## src/rtl/assert_macros.svh

```systemverilog
// Assertion macros shared by the find-and-replace RTL.
// Each file that asserts has clk and rst_n in scope.
`ifndef ASSERT_MACROS_SVH
`define ASSERT_MACROS_SVH

// Property that must hold at every clock edge out of reset.
`define SFR_ASSERT(label, prop, msg) \
  label: assert property (@(posedge clk) disable iff (!rst_n) (prop)) \
    else $error(msg);

// Condition that must hold in the cycle after a trigger.
`define SFR_ASSERT_NXT(label, pre, post, msg) \
  label: assert property (@(posedge clk) disable iff (!rst_n) (pre) |=> (post)) \
    else $error(msg);

`endif

```

## src/rtl/sfr_pkg.sv

```systemverilog
// Types and constants for the stream find-and-replace block.
// No dependencies.
`default_nettype none

package sfr_pkg;

  localparam int BYTE_W    = 8;
  localparam int WORD_W    = 64;
  localparam int LEN_W     = 4;
  localparam int MAX_REPL  = 8;
  localparam int CNT_W     = $clog2(MAX_REPL + 1);
  localparam int CFG_IDX_W = 2;

  localparam logic [CFG_IDX_W-1:0] CFG_PAT_BYTES  = 2'd0;
  localparam logic [CFG_IDX_W-1:0] CFG_PAT_LEN    = 2'd1;
  localparam logic [CFG_IDX_W-1:0] CFG_REPL_BYTES = 2'd2;
  localparam logic [CFG_IDX_W-1:0] CFG_REPL_LEN   = 2'd3;

  typedef struct packed {
    logic [WORD_W-1:0] pat_bytes;
    logic [LEN_W-1:0]  pat_len;
    logic [WORD_W-1:0] repl_bytes;
    logic [LEN_W-1:0]  repl_len;
  } cfg_t;

  // One step's worth of output bytes, queued between front and back.
  typedef struct packed {
    logic [MAX_REPL-1:0][BYTE_W-1:0] bytes;
    logic [CNT_W-1:0]                count;
    logic                            last;
  } job_t;

endpackage

`default_nettype wire

```

## src/rtl/sfr_front.sv

```systemverilog
// Front end: holds the match window, compares it against the pattern and
// turns each input beat into a job of up to eight output bytes. Uses sfr_pkg.
`default_nettype none
`include "assert_macros.svh"

module sfr_front #(
  parameter int MAX_PATTERN = 8
) (
  input  wire logic                       clk,
  input  wire logic                       rst_n,
  input  wire logic                       in_fire,
  input  wire logic [sfr_pkg::BYTE_W-1:0] in_byte,
  input  wire logic                       in_last,
  input  wire sfr_pkg::cfg_t              cfg,
  output sfr_pkg::job_t                   job,
  output logic                            push
);

  localparam int FW = $clog2(MAX_PATTERN + 1);
  localparam int BW = sfr_pkg::BYTE_W;

  logic [BW-1:0] win_r   [MAX_PATTERN];
  logic [BW-1:0] win_nxt [MAX_PATTERN];
  logic [FW-1:0] fill_r, fill_nxt;

  logic [BW-1:0] comb     [MAX_PATTERN];
  logic [BW-1:0] comb_ext [2*MAX_PATTERN];
  logic [BW-1:0] slot_win [sfr_pkg::MAX_REPL];
  logic [MAX_PATTERN-1:0] lane_eq;

  logic [FW-1:0]               p_eff, t, drop;
  logic [sfr_pkg::CNT_W-1:0]   r_eff;
  logic                        match;

  // Clamp lengths to their legal ranges.
  always_comb begin
    if (cfg.pat_len == '0) begin
      p_eff = FW'(1);
    end else if ({1'b0, cfg.pat_len} > (sfr_pkg::LEN_W + 1)'(MAX_PATTERN)) begin
      p_eff = FW'(MAX_PATTERN);
    end else begin
      p_eff = FW'(cfg.pat_len);
    end
    if (cfg.repl_len == '0) begin
      r_eff = sfr_pkg::CNT_W'(1);
    end else if ({1'b0, cfg.repl_len} > (sfr_pkg::LEN_W + 1)'(sfr_pkg::MAX_REPL)) begin
      r_eff = sfr_pkg::CNT_W'(sfr_pkg::MAX_REPL);
    end else begin
      r_eff = sfr_pkg::CNT_W'(cfg.repl_len);
    end
  end

  // Window with the new byte appended at the fill position.
  genvar g;
  for (g = 0; g < MAX_PATTERN; g++) begin : g_lane
    assign comb[g]    = (FW'(g) < fill_r) ? win_r[g] : in_byte;
    assign lane_eq[g] = (FW'(g) >= p_eff) || (comb[g] == cfg.pat_bytes[g*BW +: BW]);
    assign comb_ext[g]               = comb[g];
    assign comb_ext[g + MAX_PATTERN] = '0;
  end

  for (g = 0; g < sfr_pkg::MAX_REPL; g++) begin : g_slot
    if (g < MAX_PATTERN) begin : g_win
      assign slot_win[g] = comb[g];
    end else begin : g_pad
      assign slot_win[g] = '0;
    end
  end

  assign t     = fill_r + FW'(1);
  assign match = (t == p_eff) && (&lane_eq);

  // Number of oldest window bytes passed through this beat.
  always_comb begin
    if (match) begin
      drop = '0;
    end else if (in_last) begin
      drop = t;
    end else if (t > p_eff) begin
      drop = t - p_eff;
    end else if (t == p_eff) begin
      drop = FW'(1);
    end else begin
      drop = '0;
    end
  end

  always_comb begin
    fill_nxt = (match || in_last) ? '0 : t - drop;
    for (int k = 0; k < MAX_PATTERN; k++) begin
      win_nxt[k] = win_r[k];
      for (int j = 0; j < MAX_PATTERN; j++) begin
        if (drop == FW'(j)) begin
          win_nxt[k] = comb_ext[k + j];
        end
      end
    end
  end

  always_comb begin
    for (int i = 0; i < sfr_pkg::MAX_REPL; i++) begin
      job.bytes[i] = match ? cfg.repl_bytes[i*BW +: BW] : slot_win[i];
    end
    job.count = match ? r_eff : sfr_pkg::CNT_W'(drop);
    job.last  = in_last;
  end

  assign push = in_fire && (job.count != '0);

  always_ff @(posedge clk) begin
    if (!rst_n) begin
      fill_r <= '0;
    end else if (in_fire) begin
      fill_r <= fill_nxt;
    end
  end

  always_ff @(posedge clk) begin
    if (in_fire) begin
      win_r <= win_nxt;
    end
  end

  `SFR_ASSERT(a_fill_bound, fill_r <= FW'(MAX_PATTERN - 1), "window fill out of range")
  `SFR_ASSERT_NXT(a_last_flush, in_fire && in_last, fill_r == '0, "window not flushed")

endmodule

`default_nettype wire

```

## src/rtl/sfr_queue.sv

```systemverilog
// Short job queue between the front and back ends, held in flip-flops.
// Uses sfr_pkg for the job type.
`default_nettype none
`include "assert_macros.svh"

module sfr_queue #(
  parameter int DEPTH = 4
) (
  input  wire logic          clk,
  input  wire logic          rst_n,
  input  wire logic          push,
  input  wire sfr_pkg::job_t push_job,
  input  wire logic          pop,
  output sfr_pkg::job_t      head,
  output logic               full,
  output logic               empty
);

  localparam int PW = (DEPTH > 1) ? $clog2(DEPTH) : 1;
  localparam int CW = $clog2(DEPTH + 1);

  sfr_pkg::job_t mem_r [DEPTH];
  logic [PW-1:0] wptr_r, rptr_r;
  logic [CW-1:0] cnt_r;

  assign full  = (cnt_r == CW'(DEPTH));
  assign empty = (cnt_r == '0);
  assign head  = mem_r[rptr_r];

  function automatic logic [PW-1:0] wrap_inc(input logic [PW-1:0] ptr);
    return (ptr == PW'(DEPTH - 1)) ? '0 : ptr + PW'(1);
  endfunction

  always_ff @(posedge clk) begin
    if (!rst_n) begin
      wptr_r <= '0;
      rptr_r <= '0;
      cnt_r  <= '0;
    end else begin
      if (push) begin
        wptr_r <= wrap_inc(wptr_r);
      end
      if (pop) begin
        rptr_r <= wrap_inc(rptr_r);
      end
      if (push && !pop) begin
        cnt_r <= cnt_r + CW'(1);
      end else if (pop && !push) begin
        cnt_r <= cnt_r - CW'(1);
      end
    end
  end

  always_ff @(posedge clk) begin
    if (push) begin
      mem_r[wptr_r] <= push_job;
    end
  end

  `SFR_ASSERT(a_no_overflow, !(push && full), "push into full queue")
  `SFR_ASSERT(a_no_underflow, !(pop && empty), "pop from empty queue")

endmodule

`default_nettype wire

```

## src/rtl/sfr_back.sv

```systemverilog
// Back end: takes jobs from the queue and sends their bytes one beat at a
// time on the output channel. Uses sfr_pkg for the job type.
`default_nettype none
`include "assert_macros.svh"

module sfr_back (
  input  wire logic                        clk,
  input  wire logic                        rst_n,
  input  wire sfr_pkg::job_t               head,
  input  wire logic                        q_empty,
  output logic                             pop,
  output logic                             out_valid,
  input  wire logic                        out_ready,
  output logic [sfr_pkg::BYTE_W-1:0]       out_byte,
  output logic                             out_last
);

  localparam int IW = $clog2(sfr_pkg::MAX_REPL);
  localparam int CW = sfr_pkg::CNT_W;

  sfr_pkg::job_t cur_r;
  logic          vld_r;
  logic [IW-1:0] idx_r;
  logic          final_beat, take;

  assign final_beat = (CW'(idx_r) + CW'(1)) == cur_r.count;
  assign take       = !vld_r || (out_ready && final_beat);
  assign pop        = take && !q_empty;

  assign out_valid = vld_r;
  assign out_byte  = cur_r.bytes[idx_r];
  assign out_last  = cur_r.last && final_beat;

  always_ff @(posedge clk) begin
    if (!rst_n) begin
      vld_r <= 1'b0;
      idx_r <= '0;
    end else if (pop) begin
      vld_r <= 1'b1;
      idx_r <= '0;
    end else if (vld_r && out_ready) begin
      // advance within the job, or go idle after its final beat
      if (final_beat) begin
        vld_r <= 1'b0;
      end else begin
        idx_r <= idx_r + IW'(1);
      end
    end
  end

  always_ff @(posedge clk) begin
    if (pop) begin
      cur_r <= head;
    end
  end

  `SFR_ASSERT(a_idx_in_job, !vld_r || (CW'(idx_r) < cur_r.count), "byte index past job end")

endmodule

`default_nettype wire

```

## src/rtl/stream_find_replace.sv

```systemverilog
// Stream find-and-replace top level: config registers, front end, job queue
// and back end. Uses sfr_pkg, sfr_front, sfr_queue and sfr_back.
//
//   channel | ports                          | direction
//   --------+--------------------------------+----------
//   input   | in_valid/in_ready, in_byte/last| in
//   output  | out_valid/out_ready, out_byte/l| out
//   config  | cfg_we, cfg_index, cfg_wdata   | in
//
// An input beat is taken every cycle while the job queue has room; each beat
// becomes one job of 0 to 8 output bytes. The back end sends one byte per
// cycle while out_ready is high; a byte is registered in the job queue and
// then in the back end's job register before it appears on the output.
// Reset clears the window fill, the queue and the output; config returns to
// a single zero-byte pattern and replacement, each of length one. The user
// must write config only while the block is idle; the block does not enforce it.
`default_nettype none

module stream_find_replace #(
  parameter int MAX_PATTERN = 8,
  parameter int QUEUE_DEPTH = 4
) (
  input  wire logic                          clk,
  input  wire logic                          rst_n,
  input  wire logic                          in_valid,
  output logic                               in_ready,
  input  wire logic [sfr_pkg::BYTE_W-1:0]    in_byte,
  input  wire logic                          in_last,
  output logic                               out_valid,
  input  wire logic                          out_ready,
  output logic [sfr_pkg::BYTE_W-1:0]         out_byte,
  output logic                               out_last,
  input  wire logic                          cfg_we,
  input  wire logic [sfr_pkg::CFG_IDX_W-1:0] cfg_index,
  input  wire logic [sfr_pkg::WORD_W-1:0]    cfg_wdata
);

  sfr_pkg::cfg_t cfg_r;
  sfr_pkg::job_t new_job, head_job;
  logic          in_fire, push, pop, q_full, q_empty;

  always_ff @(posedge clk) begin
    if (!rst_n) begin
      cfg_r.pat_bytes  <= '0;
      cfg_r.pat_len    <= sfr_pkg::LEN_W'(1);
      cfg_r.repl_bytes <= '0;
      cfg_r.repl_len   <= sfr_pkg::LEN_W'(1);
    end else if (cfg_we) begin
      case (cfg_index)
        sfr_pkg::CFG_PAT_BYTES:  cfg_r.pat_bytes  <= cfg_wdata;
        sfr_pkg::CFG_PAT_LEN:    cfg_r.pat_len    <= cfg_wdata[sfr_pkg::LEN_W-1:0];
        sfr_pkg::CFG_REPL_BYTES: cfg_r.repl_bytes <= cfg_wdata;
        sfr_pkg::CFG_REPL_LEN:   cfg_r.repl_len   <= cfg_wdata[sfr_pkg::LEN_W-1:0];
        default: begin
        end
      endcase
    end
  end

  assign in_ready = !q_full;
  assign in_fire  = in_valid && in_ready;

  sfr_front #(
    .MAX_PATTERN (MAX_PATTERN)
  ) u_front (
    .clk     (clk),
    .rst_n   (rst_n),
    .in_fire (in_fire),
    .in_byte (in_byte),
    .in_last (in_last),
    .cfg     (cfg_r),
    .job     (new_job),
    .push    (push)
  );

  sfr_queue #(
    .DEPTH (QUEUE_DEPTH)
  ) u_queue (
    .clk      (clk),
    .rst_n    (rst_n),
    .push     (push),
    .push_job (new_job),
    .pop      (pop),
    .head     (head_job),
    .full     (q_full),
    .empty    (q_empty)
  );

  sfr_back u_back (
    .clk       (clk),
    .rst_n     (rst_n),
    .head      (head_job),
    .q_empty   (q_empty),
    .pop       (pop),
    .out_valid (out_valid),
    .out_ready (out_ready),
    .out_byte  (out_byte),
    .out_last  (out_last)
  );

endmodule

`default_nettype wire

```

## config.mk

```make
export PLATFORM = sky130hd
export DESIGN_NAME = stream_find_replace
export DESIGN_NICKNAME = d
export VERILOG_FILES = /design/src/rtl/sfr_pkg.sv /design/src/rtl/sfr_front.sv /design/src/rtl/sfr_queue.sv /design/src/rtl/sfr_back.sv /design/src/rtl/stream_find_replace.sv
export VERILOG_INCLUDE_DIRS = /design/src /design/src/rtl
export SDC_FILE = /design/constraint.sdc
export NUM_CORES = 1
export LEC_CHECK = 0
export ABC_AREA = 1
export BUFFER_PORTS_ARGS = -buffer_cell sky130_fd_sc_hd__buf_2
export CORE_AREA = 4 4 280 282
export CTS_CLUSTER_SIZE = 8
export DETAILED_ROUTE_END_ITERATION = 10
export DIE_AREA = 0 0 284 286
export GPL_ROUTABILITY_DRIVEN = 0
export SLEW_MARGIN = 5
export SYNTH_ARGS = -nofsm -noshare
export SYNTH_HDL_FRONTEND = slang
export SYNTH_HIERARCHICAL = 1
export SYNTH_SLANG_ARGS = --single-unit
```

## constraint.sdc

```tcl
create_clock -name clk -period 8 [get_ports clk]
set_input_delay 0 -clock clk [delete_from_list [all_inputs] [get_ports clk]]
set_output_delay 0 -clock clk [all_outputs]
set_load 0.01 [all_outputs]
```

# After elaboration in Yosys (flattened, before gate mapping)
# Memories as Yosys holds them, arrays and structs flattened. A register that Yosys moved wholly into a read port is not among the register bits.
# Cells that the tools add are included.
# word_totals
reg_bits,215
ram_bits,276
in_bits,80
output_inout_bits,11
word_cells,195
memories,1
# memory_table
name,words,width,rd,rd_clocked_by_memory_dff,write_ports,line_no,source
u_queue.mem_r,4,69,1,1,1,sfr_queue.sv:22,sfr_pkg::job_t mem_r [DEPTH];
# op_classes
addsub,9
n_lt_le_gt_ge,20
eq_ne,23
n_mux,73
bitwise_logic,2
n_reduce_logical,49
# ops
operator,n
$mux 8,53
$eq 8x8->1,8
$mux 4,9
$bmux 8 s3,1
$eq 4x3->1 const B,4
$ge 3x4->1 const A,4
$lt 3x4->1 const A,4
$reduce_and 2->1,7
$logic_not 4->1,3
$logic_or 1x1->1,10
$logic_and 1x1->1,9
$eq 2x2->1 const B,4
$eq 4x2->1 const B,2
$eq 4x4->1,2
$ge 1x4->1 const A,2
$ge 2x4->1 const A,2
$gt 4x4->1 const B,2
$lt 1x4->1 const A,2
$lt 2x4->1 const A,2
$reduce_and 8->1,1
$reduce_bool 8->1,1
$sub 4x4->4,2
$reduce_or 7->1,1
$add 3x1->3 const B,2
23 further kinds,39

# Logic depth before layout (Yosys ltp)
# logic_depth
ltp_word,17
mapped_depth,32

# By module
# The synthesis kept the hierarchy.
# by_module_without_submodules
module,instances,cells_per_inst,area_per_inst_um2,seq_area_each_um2
sfr_queue,1,726,10695.3,8468.1
sfr_front,1,1432,8239.2,2001.9
stream_find_replace,1,879,5869.4,2722.6
sfr_back,1,248,3032.9,2152.1

# Least setup slack after synthesis
# No wires, ideal clock.
# synth_path
kind,reg-to-reg
start,register u_front.fill_r[1]
end,"register u_front/win_r[0] (netlist bit), enable pin"
setup_ns,0.507
arrival_time_ns,5.415
slack_ns,2.078
stages_incl_launch_ff,21
path_buffers,3
cell_sequence,dfxtp_1 inv_1 clkbuf_1 ha_1 buf_4 inv_1 nand2_1 nand2_2 nand2_1 nand2_1 nand2_1 nand2_1 nand2_1 nor2_1 nand2_1 nand2_1 nand2_1 nor2_1 nand2_2 buf_6 a21oi_1
# synth_via
elab_chain_cells,10
elab_cells_between_ends,52
# synth_rtl
item,line_no,source
"start, declared",sfr_front.sv:24,"logic [FW-1:0] fill_r, fill_nxt;"
"start signal, assigned",sfr_front.sv:114,fill_r <= fill_nxt;
"$lt 1x4->1, or another cell as far along",sfr_front.sv:56,assign comb[g] = (FW'(g) < fill_r) ? win_r[g] : in_byte;
$mux 8,sfr_front.sv:56,
$eq 8x8->1,sfr_front.sv:57,assign lane_eq[g] = (FW'(g) >= p_eff) || (comb[g] == cfg.pat_bytes[g*BW +: BW]);
$logic_or 1x1->1,sfr_front.sv:57,
$reduce_and 8->1,sfr_front.sv:71,assign match = (t == p_eff) && (&lane_eq);
$logic_and 1x1->1,sfr_front.sv:71,
$mux 4 *,sfr_front.sv:75,if (match) begin
"$eq 4x1->1, or another cell as far along",sfr_front.sv:93,if (drop == FW'(j)) begin
$reduce_bool 8->1 (no line) *,--,
$reduce_and 2->1 (no line) *,--,
"end signal, assigned",sfr_front.sv:120,win_r <= win_nxt;
"end, declared",sfr_front.sv:22,logic [BW-1:0] win_r [MAX_PATTERN];
# Every way passes the cells marked *; elsewhere a longest branch is shown, timed or not.
# A chain may end at the register's enable or synchronous reset.

==> impl_metrics.json <==
{
  "outcome": "complete, no violations",
  "worst-setup-path-type": "flop to flop",
  "synth.area.top_cells": "edfxtp_1, dfxtp_1, nand2_1",
  "cts_root_buffer": "clkbuf_16",
  "p_leak_nw": 13.1,
  "syn_inst": 3285,
  "start_kind": "flop",
  "synth_cell_types": 45,
  "grt_pass1_wl_microns": 131000,
  "grt_max_degree": 75,
  "critPathArrivalTime_ns": 6.33,
  "route.detailed.drc": 0,
  "die_w_microns": 284,
  "die_area_sq_mm": 0.0812,
  "worstMarginPinSlew_ns": 1.29,
  "worstRegToRegCells": 18,
  "routed_wirelength_microns": 86700,
  "r2r_end": "u_queue/mem_r[3][56]$_DFFE_PP_",
  "post-dp-hpwl_microns": 59000,
  "grt_pass1_vias": 21236,
  "grtUsageTotal": 0.208,
  "ys_ff_latch": 562,
  "report.final.slew_viol_count": 0,
  "clk_pin_slew_ns": 0.05,
  "synthesis.nets": 3385,
  "die_y_microns": 286,
  "startpoint": "u_front/fill_r[3]$_SDFFE_PN0P_",
  "synth_largest_area_cell": "edfxtp_1",
  "async_flop_share": 0,
  "start_util": 0.368,
  "vias": 23153,
  "ys.warnings.count": 6,
  "setup_tns_ns": 0,
  "wl_per_cell_microns": 19.6,
  "holdWs_ns": 0.0486,
  "synth_area_sq_mm": 0.0278,
  "powerDensity_mw_per_mm2": 338,
  "rsz0062_at_grt": "false",
  "synth-edff-count": 409,
  "min_period_ns": 6.09,
  "via_per_inst": 5.22,
  "synth_ff_type": "edfxtp_1",
  "ys_seq_area_frac": 0.551,
  "slew-limit-headroom": 0.129,
  "peakVddDrop_v": 0.000225,
  "core_sq_mm": 0.0757,
  "cts_resized": 0,
  "final-setup-viol-count": 0,
  "drv_cap": 0,
  "numClockSinks": 562,
  "syn_area_per_cell_sq_um": 8.47,
  "clock_latency_ns": 0.64,
  "synthTopCellsByCount": "nand2_1, nor2_1, edfxtp_1",
  "hold_viol": 0,
  "setup_ws_ns": 1.91,
  "cts.htree.levels": 3,
  "drt_iter0_drc": 2873,
  "pre_cts_ws_ns": 2.05,
  "cp-end-kind": "flop",
  "period_share": 0.761,
  "drive_above_1_share": 0.0779,
  "cts_buffer_depth": 3,
  "synthToLayoutAreaGrowth_pct": 14.7,
  "power_mw": 10.8,
  "yosysMostFrequentCell": "nand2_1",
  "reg2reg_slack_ns": 1.91,
  "dr.pass1.iters": 7,
  "whs_endpoint": "u_front/fill_r[0]$_SDFFE_PN0P_",
  "finClkSkew_ns": 0.0542,
  "grt_overflow": 0,
  "holdCritStartpoint": "in_valid",
  "synth_top_area_frac": 0.441,
  "ios": 91,
  "port_buffers": 90,
  "hold_path.class": "input port to flop",
  "timing.fmax_mhz": 164,
  "n_fill_cell": 7493,
  "drtAntennaViolNets": 0,
  "worstPathMaxFanout": 35,
  "antenna_found_initial": 3,
  "whs_path_depth": 6,
  "cts_made_buffers": 80,
  "worstReg2RegStart": "u_front/fill_r[3]$_SDFFE_PN0P_",
  "num_rows": 101,
  "nets": 3491,
  "cts_tree": "done",
  "critPathRequiredTime_ns": 8.24
}
[metal layers]
metal | share of wire | GRT usage
met1 | 0.44 | 0.286
met2 | 0.44 | 0.325
met4 | 0.046 | 0.0805
met3 | 0.075 | 0.0418
met5 | 0.00040 | 0
[area by class of cell]
cell class	count	area, sq um	area share
diodes	1	2.50	0.0000784
clock buffers	138	2240	0.0702
clock inverters	7	129	0.00404
inverters	359	1350	0.0423
multi-input cells	2176	10000	0.313
flip-flops and latches	562	15300	0.481
well taps	978	1220	0.0383
repair buffers	212	1630	0.0509
[cell families (layout without fill, tap and decap cells)]
kind of cell | Yosys count | after routing | synth area share
simple gates | 1473 | 1473 | 0.216
compound gates | 676 | 676 | 0.130
flops | 562 | 562 | 0.551
buf+inv | 547 | 716 | 0.0901
fa+ha+maj | 20 | 20 | 0.00980
xor+xnor | 7 | 7 | 0.00220
other cells | 0 | 1 | 0
[where the power goes]
group / switching [mW] / leakage, nW / internal [mW]
Clock: 1.28 / 1.12 / 1.91
Combinational: 2.40 / 6.94 / 0.882
Sequential: 0.263 / 5.05 / 4.07
Total: 3.95 / 13.1 / 6.86
[layout by cell type, fill, tap and decap left out, types with 3 or more instances in the layout]
cell           synthesis  routed
o2111ai_1              8       8
clkbuf_16              0      81
nor3_1                 6       6
buf_2                 67      88
a31oi_1                6       6
o21ai_2                4       4
nand4_1               11      11
a21oi_1              178     177
dfxtp_1              153     151
nand2_1              788     788
o21ai_0              244     244
nor2_1               451     450
ha_1                  17      17
nor2_2                 7       7
o32ai_1               16      16
o22ai_1               78      78
nand3_2                5       4
inv_1                341     335
inv_2                 17      22
o211ai_1              10      10
nand3b_1              24      24
o21ai_1              128     128
dlygate4sd3_1          0      97
edfxtp_1             409     409
nand2_2               17      17
xor2_1                 6       6
nand3_1              156     156
clkbuf_1              51      57
buf_4                 28      26
fa_1                   3       3
[worst max-delay path, cell delays in order (launching register included)]
cell     delay (ns)
dfxtp_1        0.48
inv_2          0.50
nand2_1        0.70
o21ai_1        0.62
nand2_1        0.10
nand2_1        0.07
nand2_1        0.05
inv_1          0.05
nand2_1        0.05
nor2_1         0.19
nor2_1         0.07
nor2_1         0.16
nand2_2        0.22
o21ai_0        0.52
nor4_1         0.13
nor2_1         0.36
nand2_1        0.12
inv_2          0.65
buf_4          0.59
[per-stage QoR]
| stage | area, sq um | utilization | instances |
|---|---|---|---|
| finish | 31900 | 0.422 | 4433 |
| detailed placement | 28600 | 0.378 | 4190 |
| floorplan | 27800 | - | 3285 |
| CTS | 31900 | 0.422 | 4432 |
| global route | 31900 | 0.422 | 4432 |
| global placement | 28600 | 0.378 | 4190 |
[how the worst max path moves through the flow]
stage,end,slack (ns)
finish,u_queue/mem_r[3][56]$_DFFE_PP_,1.91
global route,u_queue/mem_r[3][56]$_DFFE_PP_,1.34
CTS,u_queue/mem_r[3][56]$_DFFE_PP_,2.01
detailed placement,u_queue/mem_r[3][64]$_DFFE_PP_,2.05
global placement,u_queue/mem_r[3][67]$_DFFE_PP_,2.21
floorplan,u_front/win_r[0]$_SDFFCE_PP0P_,2.08
[state kept, by name (all words and copies together) (netlist names), named ones only]
signal,cells
u_front/fill_r,4
cfg_r,136
u_queue/rptr_r,2
u_queue/mem_r,276
u_queue/wptr_r,2
u_back/cur_r,69
u_queue/cnt_r,3
u_back/idx_r,3
u_back/out_valid,1
u_front/win_r,64
[what timing repair did]
action,4_1_cts,5_1_grt
hold buffers,97,0
endpoints found under the hold margin,150,0
setup buffers,0,0
No activity file was read; power rests on OpenSTA's default activity.
